## config.mk

```make
export PLATFORM = sky130hd
export DESIGN_NAME = water_heater_thermostat
export DESIGN_NICKNAME = d
export VERILOG_FILES = /design/src/hw/rtl/wht_pkg.sv /design/src/hw/rtl/water_heater_thermostat.sv /design/src/hw/rtl/wht_avg.sv
export SDC_FILE = /design/constraint.sdc
export NUM_CORES = 1
export LEC_CHECK = 0
export ABC_AREA = 0
export BUFFER_PORTS_ARGS = -buffer_cell sky130_fd_sc_hd__buf_4
export CORE_MARGIN = 2
export CORE_UTILIZATION = 50
export CTS_CLUSTER_SIZE = 24
export DETAILED_ROUTE_END_ITERATION = 10
export HOLD_SLACK_MARGIN = 0.1
export PLACE_DENSITY = 0.66
export SLEW_MARGIN = 20
export SYNTH_ARGS = -nofsm -noshare
export SYNTH_HDL_FRONTEND = slang
export SYNTH_SLANG_ARGS = --single-unit
```

## constraint.sdc

```tcl
create_clock -name clk -period 11.66 [get_ports clk]
set_input_delay 1.166 -clock clk [delete_from_list [all_inputs] [get_ports clk]]
set_output_delay 1.166 -clock clk [all_outputs]
set_load 0.01 [all_outputs]
```

## src/hw/rtl/wht_pkg.sv

```systemverilog
// Shared types, codes and constants for the water heater thermostat.
// Used by wht_avg and water_heater_thermostat; no dependencies.
package wht_pkg;

  // op codes carried in s_tuser
  localparam logic [1:0] OP_TICK  = 2'd0;
  localparam logic [1:0] OP_UP    = 2'd1;
  localparam logic [1:0] OP_DOWN  = 2'd2;
  localparam logic [1:0] OP_POWER = 2'd3;

  // configuration register indexes
  localparam logic [2:0] CFG_BAND_HALF_WIDTH    = 3'd0;
  localparam logic [2:0] CFG_SAMPLE_TICKS       = 3'd1;
  localparam logic [2:0] CFG_BLINK_TICKS        = 3'd2;
  localparam logic [2:0] CFG_EDIT_TIMEOUT_TICKS = 3'd3;
  localparam logic [2:0] CFG_IDLE_OFF_TICKS     = 3'd4;

  localparam logic [4:0]  RST_BAND_HALF_WIDTH    = 5'd5;
  localparam logic [7:0]  RST_SAMPLE_TICKS       = 8'd25;
  localparam logic [7:0]  RST_BLINK_TICKS        = 8'd125;
  localparam logic [11:0] RST_EDIT_TIMEOUT_TICKS = 12'd1250;
  localparam logic [15:0] RST_IDLE_OFF_TICKS     = 16'd60000;

  localparam logic [6:0] SP_RESET = 7'd60;
  localparam logic [6:0] SP_MIN   = 7'd35;
  localparam logic [6:0] SP_MAX   = 7'd75;
  localparam logic [6:0] SP_STEP  = 7'd5;

  localparam logic [3:0] DIGIT_BLANK = 4'd10;
  localparam logic [7:0] SHOW_MAX    = 8'd99;

  typedef enum logic [1:0] {
    ST_IDLE,
    ST_AVG,
    ST_FINISH
  } ctl_state_t;

  typedef enum logic [1:0] {
    AVG_IDLE,
    AVG_SUM,
    AVG_DIV
  } avg_state_t;

  typedef struct packed {
    logic wr_en;
    logic start;
  } avg_ctl_t;

  typedef struct packed {
    logic busy;
    logic done;
  } avg_sts_t;

  typedef struct packed {
    logic [3:0] ones;
    logic [3:0] tens;
  } digits_t;

  // Two display digits of a value; anything over 99 shows as 9 9.
  // v/10 for v < 256 is (v*205) >> 11.
  function automatic digits_t show_digits(input logic [7:0] v);
    digits_t    d;
    logic [15:0] prod;
    logic [3:0]  t;
    logic [7:0]  r;
    prod = 16'(v) * 16'd205;
    t    = prod[14:11];
    r    = v - 8'(t) * 8'd10;
    if (v > SHOW_MAX) begin
      d.tens = 4'd9;
      d.ones = 4'd9;
    end else begin
      d.tens = t;
      d.ones = r[3:0];
    end
    return d;
  endfunction

endpackage

```

## src/hw/rtl/water_heater_thermostat.sv

```systemverilog
// Water heater thermostat controller, top level.
// Depends on wht_pkg and wht_avg.
//
// Input channel s_*: one item per 4 ms tick or button press. s_tuser holds
// the op code, s_tdata the raw sensor reading. Output channel m_*: exactly
// one result item per input item: display digits, lamps and drives.
// Configuration: cfg_we/cfg_addr/cfg_data write one register per cycle;
// write only while no item is in flight.
//
// Flow: an item is taken in ST_IDLE and its result is registered in
// ST_FINISH, which waits while the output register holds an untaken result.
// An item that completes a block of AVG_SAMPLES samples passes ST_AVG first:
// the stored samples are summed one per cycle through the single adder in
// wht_avg, and the mean is formed by one multiply by the reciprocal of the
// sample count. s_tready is high only while the sequencer is idle.
//
// A finished result sits in the output register until taken; the next item
// is accepted meanwhile, and its result waits in the last step while m_tready
// is low. Reset (rst, synchronous) clears all control state, turns the unit
// off with setpoint 60 and restores register defaults. The sample store
// holds no reset value; a full block is written before it is read.
module water_heater_thermostat
  import wht_pkg::*;
#(
  parameter int AVG_SAMPLES = 10
) (
  input  logic        clk,
  input  logic        rst,
  input  logic        s_tvalid,
  output logic        s_tready,
  input  logic [15:0] s_tdata,   // [9:0] adc_value, [15:10] zero
  input  logic [1:0]  s_tuser,   // [1:0] op
  output logic        m_tvalid,
  input  logic        m_tready,
  output logic [15:0] m_tdata,   // [3:0] tens_digit, [7:4] ones_digit, [8] power_lamp,
                                 // [9] heater_drive, [10] cooler_drive, [11] status_lamp,
                                 // [12] editing, [15:13] zero
  input  logic        cfg_we,
  input  logic [2:0]  cfg_addr,
  input  logic [15:0] cfg_data
);

  localparam int IDX_W = (AVG_SAMPLES > 1) ? $clog2(AVG_SAMPLES) : 1;
  localparam logic [IDX_W:0] N_IDX = (IDX_W + 1)'(AVG_SAMPLES);

  // configuration
  logic [4:0]  band_half_width;
  logic [7:0]  sample_ticks;
  logic [7:0]  blink_ticks;
  logic [11:0] edit_timeout_ticks;
  logic [15:0] idle_off_ticks;

  // controller state
  ctl_state_t state, state_next;
  logic        power_on, power_on_next;
  logic        edit_mode, edit_mode_next;
  logic        timer_running, timer_running_next;
  logic [6:0]  setpoint, setpoint_next;
  logic [7:0]  tank_temp, tank_temp_next;
  logic [IDX_W-1:0] sample_index, sample_index_next;
  logic [7:0]  sample_tick_count, sample_tick_count_next;
  logic [11:0] edit_tick_count, edit_tick_count_next;
  logic [7:0]  blink_tick_count, blink_tick_count_next;
  logic        blink_phase, blink_phase_next;
  logic        heating_flag, heating_flag_next;
  logic        cooling_flag, cooling_flag_next;
  logic        at_target_flag, at_target_flag_next;
  logic [15:0] at_target_ticks, at_target_ticks_next;
  digits_t     digits, digits_next;
  logic        lamp_state, lamp_state_next;
  logic [7:0]  temp_now;
  logic [7:0]  temp_now_next;
  logic        m_tvalid_next;
  logic [15:0] m_tdata_next;

  logic        accept;
  logic        out_free;
  logic [1:0]  op;
  logic        tick_inc;
  logic [7:0]  stc_new;
  logic        samp_fire;
  logic [IDX_W:0] idx_inc;
  logic        avg_go;
  logic [7:0]  band_hi;
  logic [7:0]  band_lo;

  avg_ctl_t    avg_ctl;
  avg_sts_t    avg_sts;
  logic [7:0]  avg_mean;

  assign s_tready = (state == ST_IDLE);
  assign accept   = s_tvalid && s_tready;
  assign out_free = !m_tvalid || m_tready;
  assign op       = s_tuser;

  assign tick_inc  = (op == OP_TICK) && timer_running;
  assign stc_new   = tick_inc ? sample_tick_count + 8'd1 : sample_tick_count;
  assign samp_fire = (stc_new >= sample_ticks);
  assign idx_inc   = {1'b0, sample_index} + 1'b1;
  assign avg_go    = samp_fire && (idx_inc == N_IDX);

  assign avg_ctl.wr_en = accept && samp_fire;
  assign avg_ctl.start = accept && avg_go;

  assign band_hi = 8'(setpoint) + 8'(band_half_width);
  assign band_lo = 8'(setpoint) - 8'(band_half_width);

  wht_avg #(
    .AVG_SAMPLES(AVG_SAMPLES)
  ) u_avg (
    .clk     (clk),
    .rst     (rst),
    .ctl     (avg_ctl),
    .wr_addr (sample_index),
    .wr_data (s_tdata[9:2]),
    .sts     (avg_sts),
    .mean    (avg_mean)
  );

  always_comb begin
    state_next = state;
    case (state)
      ST_IDLE:   if (accept) state_next = avg_go ? ST_AVG : ST_FINISH;
      ST_AVG:    if (avg_sts.done) state_next = ST_FINISH;
      ST_FINISH: if (out_free) state_next = ST_IDLE;
      default:   state_next = ST_IDLE;
    endcase
  end

  always_comb begin
    power_on_next          = power_on;
    edit_mode_next         = edit_mode;
    timer_running_next     = timer_running;
    setpoint_next          = setpoint;
    tank_temp_next         = tank_temp;
    sample_index_next      = sample_index;
    sample_tick_count_next = sample_tick_count;
    edit_tick_count_next   = edit_tick_count;
    blink_tick_count_next  = blink_tick_count;
    blink_phase_next       = blink_phase;
    heating_flag_next      = heating_flag;
    cooling_flag_next      = cooling_flag;
    at_target_flag_next    = at_target_flag;
    at_target_ticks_next   = at_target_ticks;
    digits_next            = digits;
    lamp_state_next        = lamp_state;
    temp_now_next          = temp_now;
    m_tvalid_next          = m_tvalid && !m_tready;
    m_tdata_next           = m_tdata;

    case (state)
      ST_IDLE: begin
        if (accept) begin
          temp_now_next          = s_tdata[9:2];
          sample_tick_count_next = stc_new;
          if (tick_inc) begin
            if (edit_mode) begin
              edit_tick_count_next  = edit_tick_count + 12'd1;
              blink_tick_count_next = blink_tick_count + 8'd1;
            end else if (power_on) begin
              if (heating_flag) blink_tick_count_next = blink_tick_count + 8'd1;
              else if (at_target_flag) at_target_ticks_next = at_target_ticks + 16'd1;
            end
          end

          if (!power_on) begin
            tank_temp_next      = s_tdata[9:2];
            heating_flag_next   = 1'b0;
            cooling_flag_next   = 1'b0;
            at_target_flag_next = 1'b0;
            lamp_state_next     = 1'b0;
            if (op == OP_UP || op == OP_DOWN) begin
              // first press only opens edit mode
              if (!edit_mode) begin
                edit_mode_next     = 1'b1;
                timer_running_next = 1'b1;
              end else if (op == OP_UP) begin
                if (setpoint < SP_MAX) setpoint_next = setpoint + SP_STEP;
              end else begin
                if (setpoint > SP_MIN) setpoint_next = setpoint - SP_STEP;
              end
              edit_tick_count_next = '0;
            end
          end

          if (op == OP_POWER) begin
            power_on_next = !power_on;
            if (!power_on) begin
              timer_running_next   = 1'b1;
              edit_mode_next       = 1'b0;
              edit_tick_count_next = '0;
            end
          end

          if (samp_fire) begin
            sample_index_next      = avg_go ? '0 : idx_inc[IDX_W-1:0];
            sample_tick_count_next = '0;
          end

          if (edit_mode_next && edit_tick_count_next >= edit_timeout_ticks) begin
            edit_mode_next       = 1'b0;
            power_on_next        = 1'b1;
            edit_tick_count_next = '0;
            timer_running_next   = 1'b1;
          end

          if (blink_tick_count_next >= blink_ticks) begin
            if (edit_mode_next) begin
              if (!blink_phase) begin
                digits_next      = show_digits({1'b0, setpoint_next});
                blink_phase_next = 1'b1;
              end else begin
                digits_next.tens = DIGIT_BLANK;
                digits_next.ones = DIGIT_BLANK;
                blink_phase_next = 1'b0;
              end
            end else if (heating_flag_next && power_on_next) begin
              lamp_state_next = !lamp_state_next;
            end
            blink_tick_count_next = '0;
          end
          if (cooling_flag_next && power_on_next) lamp_state_next = 1'b1;

          if (at_target_ticks_next >= idle_off_ticks) begin
            power_on_next        = 1'b0;
            at_target_ticks_next = '0;
          end

          if (!power_on_next && !edit_mode_next) begin
            digits_next        = show_digits({1'b0, setpoint_next});
            timer_running_next = 1'b0;
          end
        end
      end

      ST_AVG: begin
        if (avg_sts.done) tank_temp_next = avg_mean;
      end

      ST_FINISH: begin
        if (out_free) begin
          if (power_on) begin
            digits_next = show_digits(tank_temp);
            if (tank_temp < band_hi && tank_temp > band_lo &&
                !cooling_flag && !heating_flag && !at_target_flag) begin
              at_target_flag_next  = 1'b1;
              at_target_ticks_next = '0;
            end else if ((tank_temp == band_hi && heating_flag) ||
                         (cooling_flag && tank_temp == band_lo)) begin
              lamp_state_next      = 1'b0;
              heating_flag_next    = 1'b0;
              cooling_flag_next    = 1'b0;
              at_target_flag_next  = 1'b1;
              at_target_ticks_next = '0;
            end else if (tank_temp < band_lo) begin
              heating_flag_next    = 1'b1;
              cooling_flag_next    = 1'b0;
              at_target_ticks_next = '0;
            end else if (tank_temp > band_hi) begin
              cooling_flag_next    = 1'b1;
              heating_flag_next    = 1'b0;
              at_target_ticks_next = '0;
            end
          end else begin
            tank_temp_next      = temp_now;
            heating_flag_next   = 1'b0;
            cooling_flag_next   = 1'b0;
            at_target_flag_next = 1'b0;
            lamp_state_next     = 1'b0;
          end
          m_tvalid_next = 1'b1;
          m_tdata_next  = {3'b000, edit_mode, lamp_state_next, cooling_flag_next,
                           heating_flag_next, power_on, digits_next.ones, digits_next.tens};
        end
      end

      default: ;
    endcase
  end

  always_ff @(posedge clk) begin
    if (rst) begin
      band_half_width    <= RST_BAND_HALF_WIDTH;
      sample_ticks       <= RST_SAMPLE_TICKS;
      blink_ticks        <= RST_BLINK_TICKS;
      edit_timeout_ticks <= RST_EDIT_TIMEOUT_TICKS;
      idle_off_ticks     <= RST_IDLE_OFF_TICKS;
    end else if (cfg_we) begin
      case (cfg_addr)
        CFG_BAND_HALF_WIDTH:    band_half_width    <= cfg_data[4:0];
        CFG_SAMPLE_TICKS:       sample_ticks       <= cfg_data[7:0];
        CFG_BLINK_TICKS:        blink_ticks        <= cfg_data[7:0];
        CFG_EDIT_TIMEOUT_TICKS: edit_timeout_ticks <= cfg_data[11:0];
        CFG_IDLE_OFF_TICKS:     idle_off_ticks     <= cfg_data[15:0];
        default: ;
      endcase
    end
  end

  always_ff @(posedge clk) begin
    if (rst) begin
      state             <= ST_IDLE;
      power_on          <= 1'b0;
      edit_mode         <= 1'b0;
      timer_running     <= 1'b0;
      setpoint          <= SP_RESET;
      tank_temp         <= '0;
      sample_index      <= '0;
      sample_tick_count <= '0;
      edit_tick_count   <= '0;
      blink_tick_count  <= '0;
      blink_phase       <= 1'b0;
      heating_flag      <= 1'b0;
      cooling_flag      <= 1'b0;
      at_target_flag    <= 1'b0;
      at_target_ticks   <= '0;
      digits.tens       <= 4'd6;
      digits.ones       <= 4'd0;
      lamp_state        <= 1'b0;
      m_tvalid          <= 1'b0;
    end else begin
      state             <= state_next;
      power_on          <= power_on_next;
      edit_mode         <= edit_mode_next;
      timer_running     <= timer_running_next;
      setpoint          <= setpoint_next;
      tank_temp         <= tank_temp_next;
      sample_index      <= sample_index_next;
      sample_tick_count <= sample_tick_count_next;
      edit_tick_count   <= edit_tick_count_next;
      blink_tick_count  <= blink_tick_count_next;
      blink_phase       <= blink_phase_next;
      heating_flag      <= heating_flag_next;
      cooling_flag      <= cooling_flag_next;
      at_target_flag    <= at_target_flag_next;
      at_target_ticks   <= at_target_ticks_next;
      digits            <= digits_next;
      lamp_state        <= lamp_state_next;
      m_tvalid          <= m_tvalid_next;
    end
    temp_now <= temp_now_next;
    m_tdata  <= m_tdata_next;
  end

  a_accept_leaves_idle: assert property (@(posedge clk) disable iff (rst)
    accept |=> state != ST_IDLE)
    else $error("accepted item did not start the sequencer");

  a_finish_drives_out: assert property (@(posedge clk) disable iff (rst)
    (state == ST_FINISH && out_free) |=> m_tvalid && state == ST_IDLE)
    else $error("finished item did not reach the output register");

  a_avg_busy_while_wait: assert property (@(posedge clk) disable iff (rst)
    (state == ST_AVG && !avg_sts.done) |-> avg_sts.busy)
    else $error("waiting for the mean while the averaging unit is idle");

  a_setpoint_range: assert property (@(posedge clk) disable iff (rst)
    setpoint >= SP_MIN && setpoint <= SP_MAX)
    else $error("setpoint left its range");

  a_index_range: assert property (@(posedge clk) disable iff (rst)
    {1'b0, sample_index} < N_IDX)
    else $error("sample index past the sample count");

endmodule

```

## src/hw/rtl/wht_avg.sv

```systemverilog
// Sample store and averaging unit: one adder sums the stored samples one per
// cycle, then a multiply by the reciprocal of the sample count gives the mean.
// Depends on wht_pkg.
module wht_avg
  import wht_pkg::*;
#(
  parameter int AVG_SAMPLES = 10
) (
  input  logic                                             clk,
  input  logic                                             rst,
  input  avg_ctl_t                                         ctl,
  input  logic [((AVG_SAMPLES > 1) ? $clog2(AVG_SAMPLES) : 1)-1:0] wr_addr,
  input  logic [7:0]                                       wr_data,
  output avg_sts_t                                         sts,
  output logic [7:0]                                       mean
);

  localparam int IDX_W  = (AVG_SAMPLES > 1) ? $clog2(AVG_SAMPLES) : 1;
  localparam int CNT_W  = $clog2(AVG_SAMPLES + 1);
  localparam int SUM_W  = 8 + $clog2(AVG_SAMPLES);
  // mean = (sum * RECIP) >> SHIFT, exact for every sum below 2**SUM_W
  localparam int SHIFT  = SUM_W + $clog2(AVG_SAMPLES);
  localparam int RCP_W  = SUM_W + 1;
  localparam int PROD_W = SUM_W + RCP_W;
  localparam int RECIP_I = ((1 << SHIFT) + AVG_SAMPLES - 1) / AVG_SAMPLES;
  localparam logic [CNT_W-1:0] N_CNT = CNT_W'(AVG_SAMPLES);
  localparam logic [RCP_W-1:0] RECIP = RCP_W'(RECIP_I);

  logic [7:0] store [AVG_SAMPLES];

  avg_state_t       state, state_next;
  logic [CNT_W-1:0] cnt, cnt_next;
  logic [SUM_W-1:0] acc, acc_next;
  logic [7:0]       quo, quo_next;
  logic [7:0]       mem_q;
  logic             done;

  // single adder and reciprocal multiply
  logic [SUM_W-1:0]  alu_res;
  logic [PROD_W-1:0] prod;

  assign alu_res = acc + SUM_W'(mem_q);
  assign prod    = PROD_W'(acc) * PROD_W'(RECIP);

  always_comb begin
    state_next = state;
    case (state)
      AVG_IDLE: if (ctl.start) state_next = AVG_SUM;
      AVG_SUM:  if (cnt == N_CNT) state_next = AVG_DIV;
      AVG_DIV:  state_next = AVG_IDLE;
      default:  state_next = AVG_IDLE;
    endcase
  end

  always_comb begin
    cnt_next = cnt;
    acc_next = acc;
    quo_next = quo;
    case (state)
      AVG_IDLE: begin
        if (ctl.start) begin
          cnt_next = '0;
          acc_next = '0;
        end
      end
      AVG_SUM: begin
        // read data is registered, so it arrives in the cycle after its address
        if (cnt != '0) acc_next = alu_res;
        if (cnt != N_CNT) cnt_next = cnt + 1'b1;
      end
      AVG_DIV: begin
        quo_next = prod[SHIFT +: 8];
      end
      default: ;
    endcase
  end

  always_ff @(posedge clk) begin
    if (ctl.wr_en) store[wr_addr] <= wr_data;
    if (state == AVG_SUM && cnt < N_CNT) mem_q <= store[cnt[IDX_W-1:0]];
  end

  always_ff @(posedge clk) begin
    if (rst) begin
      state <= AVG_IDLE;
      done  <= 1'b0;
    end else begin
      state <= state_next;
      done  <= (state == AVG_DIV);
    end
    cnt <= cnt_next;
    acc <= acc_next;
    quo <= quo_next;
  end

  assign sts.busy = (state != AVG_IDLE);
  assign sts.done = done;
  assign mean     = quo;

endmodule
```

==> metrics <==
status=finished clean; die area=approximately 38000 µm²; RSZ-0062 raised after global routing=no; Int Power=around 0.0019 W; Yosys Warn Count=0; core area=36400 µm²; Placement Setup Slack=3990 ps; clock slew at reported path FFs=about 60 ps; fin worst setup slack=roughly 4600 ps; CP required=12050 ps; CTS hold repair buffers=0; via count=13000; Max Cap Violations=0; number of distinct library cells after synthesis=86; Leakage=about 9 nW; ANT nets after route=0; worst-path maximum fanout=9; Clock Power Share=between 30% and 40%; post-CTS setup buffers=0; final setup vio count=0; final std cells w/o fill=approximately 2400; worst stage delay on the critical path=~600 ps; Max Clk Rate=around 140 MHz; I/O Buffers=between 40 and 50; Starting DRT DRC Count=approximately 660; Max VDD drop=around 0.00012 V; IO Count=60; fin. max-slew vios=0; Hold Fails Final Rpt=0; initial antenna violation count=0; DR WL/cell=roughly 16 µm; CP arrival=about 7400 ps; CTS root buf=clkbuf_16; Initial DRT Pass Iterations=4; Setup Skew=about 17 ps; Gate Count Post-Synth=1842; Hold Crit Class=reg2reg; HPWL Detailed=28.3 mm; setup TNS=0 ps; grt ovf=0; number of cells after detailed placement=approximately 2300; part of the power in registers=39.7%; CP startpoint kind=input pin; DIE WIDTH=between 150 and 200 µm; sequential share of the synthesized area=between 30% and 40%; PD cells=128 nW/µm²; commonest cells after routing, fill and taps aside=263 x ha_1, 225 x inv_1, 149 x nor2_1; CP Class=in2reg; post-route cell area=a little over 20000 µm²; delay-heaviest family, CP=adder cells; fillers=~3200; RD Place Congestion=roughly 0.88; antenna cell count=0; layout cells sized above 1=under 10%; Clock Path Buffers=3; Post-synth EDFFs=~130; WP buf/inv=5; Net Sw Frac=28.4%; commonest register cell after synthesis=dfxtp_1; CTS tree=yes; final net count=roughly 2200; period utilization=around 60%; via density per instance=approximately 5.5; minimum clock period=7050 ps; CP most frequent cell=ha_1; Initial Utilization=between 50% and 60%; syn avg cell area=about 10 µm²; FF+latch count, synth=roughly 270; Skew-Pair Late Insertion Delay=~570 ps; multi-input logic area=10600 µm²; Tot GR Track Use=approximately 20%; Sw Pwr=between 0.0007 and 0.0008 W; vias in the first global route=around 13000; Rows=70; Layout area overhead=10.2%; relative slew slack=between 20 and 30%; CTS resizes=0; Post-Route WL=38.6 mm; DRC viols=0; CTS buffer count=30; worst-margin pin slew=1070 ps; first-pass GRT wire length=around 65 mm; largest net degree at the start of global routing=62; Async S/R FF share, synth=0%; Post-DP Area=~19000 µm²; Comb pwr share=a little over a fifth; Slowest cell on crit path=or4_2; register area=6680 µm²; H-tree levels=1; Die Ht=between 150 and 200 µm; most common cell after layout, fill and taps aside=ha_1; clk sinks=267; CP endpoint kind=register; Synth Cell Area=roughly 18000 µm²
-- cell families (layout without fill, tap and decap cells) --
kind of cell / Yosys count / in the layout / share of synthesized area [%]
AND/OR/NAND/NOR: 483 / 483 / 12.3
AO/OA/AOI/OAI: 342 / 342 / 12.7
adder cells (fa/ha/maj): 325 / 325 / 24.6
buffers and inverters: 289 / 341 / 6.01
flip-flops: 267 / 267 / 36.3
XOR/XNOR: 92 / 92 / 4.61
multiplexers: 43 / 43 / 3.45
other: 1 / 3 / 0.0204
-- per-stage QoR --
step / total power (W) / hold slack [ps] / util [%]
6_report: 0.00260 / 453 / 55.6
5_1_grt: 0.00274 / 480 / 55.6
4_1_cts: 0.00263 / 456 / 55.6
3_5_place_dp: 0.00160 / 448 / 52.6
3_3_place_gp: 0.00158 / 446 / 52.6
2_1_floorplan: 0.00146 / 436 / -
-- worst reg2reg max path, delay by kind of cell, from the launching register on --
kind                       cells  cell delay [ps]
adders and majority gates      8             2670
AOI/OAI and AO/OA              7             1220
xor gates and xnor gates       5             1040
and+or+nand+nor                5              800
DFF                            1              590
buffers and inverters          4              330
-- sequential cells by signal (all words and copies together) (netlist names), 12 cells and up --
register / cells
idle_off_ticks: 16
at_target_ticks: 16
u_avg.store: 80
edit_timeout_ticks: 12
edit_tick_count: 12
u_avg.acc: 12
m_tdata: 13
-- routing by layer --
layer  track usage [%]  vias up  wire length [µm]
li1                  -     6492                 -
met5                 0        -                 0
met1              26.6     6203             17400
met3              2.10       64              1240
met4              6.96        0              1100
met2              36.3      199             18900
-- worst paths after layout --
| kind | from | end | slack, ps | cells after the start |
|---|---|---|---|---|
| worst min-delay path | idle_off_ticks[12] | idle_off_ticks[12] | 450 | 2 |
| worst max register to register | setpoint[1] | digits[7] | 4830 | 29 |
| worst max-delay path | s_tuser[1] | digits[7] | 4610 | 28 |
| worst min register to register | idle_off_ticks[12] | idle_off_ticks[12] | 450 | 2 |
-- cell usage after synthesis, types with 12 or more instances --
library cell,instances,area [µm²]
a21oi_1,105,526
clkbuf_1,53,199
mux2i_1,24,240
o211ai_1,30,225
nor2_1,149,559
dfxtp_1,134,2680
nand2b_1,12,75.1
mux4_2,16,360
a22oi_1,25,188
inv_1,225,845
a21o_1,15,113
ha_1,263,3290
nand3_1,37,185
fa_1,62,1240
a211oi_1,20,150
and3_1,23,144
nand2_1,146,548
o21ai_0,46,230
nor2b_1,29,181
nor3_1,28,140
xnor2_1,55,482
xor2_1,33,289
and2_1,12,75.1
o21a_1,16,120
edfxtp_1,133,3990
-- power groups by stage --
| stage | clock network [W] | registers [W] | logic [W] |
|---|---|---|---|
| 2_1_floorplan | 0 | 0.00105 | 0.000413 |
| 3_3_place_gp | 0 | 0.00105 | 0.000531 |
| 3_5_place_dp | 0 | 0.00105 | 0.000548 |
| 4_1_cts | 0.00104 | 0.00103 | 0.000555 |
| 5_1_grt | 0.00108 | 0.00103 | 0.000626 |
| 6_report | 0.00102 | 0.00103 | 0.000548 |
-- area by class of cell --
| class | count | share of cell area (%) |
|---|---|---|
| inverter | 226 | 4.19 |
| multi-input combinational | 1288 | 52.4 |
| clock inverter | 23 | 1.49 |
| tap | 468 | 2.89 |
| clock buffer | 33 | 3.86 |
| sequential | 267 | 33.0 |
| timing repair buffer | 59 | 2.19 |
(Power assumes the default switching activity.)
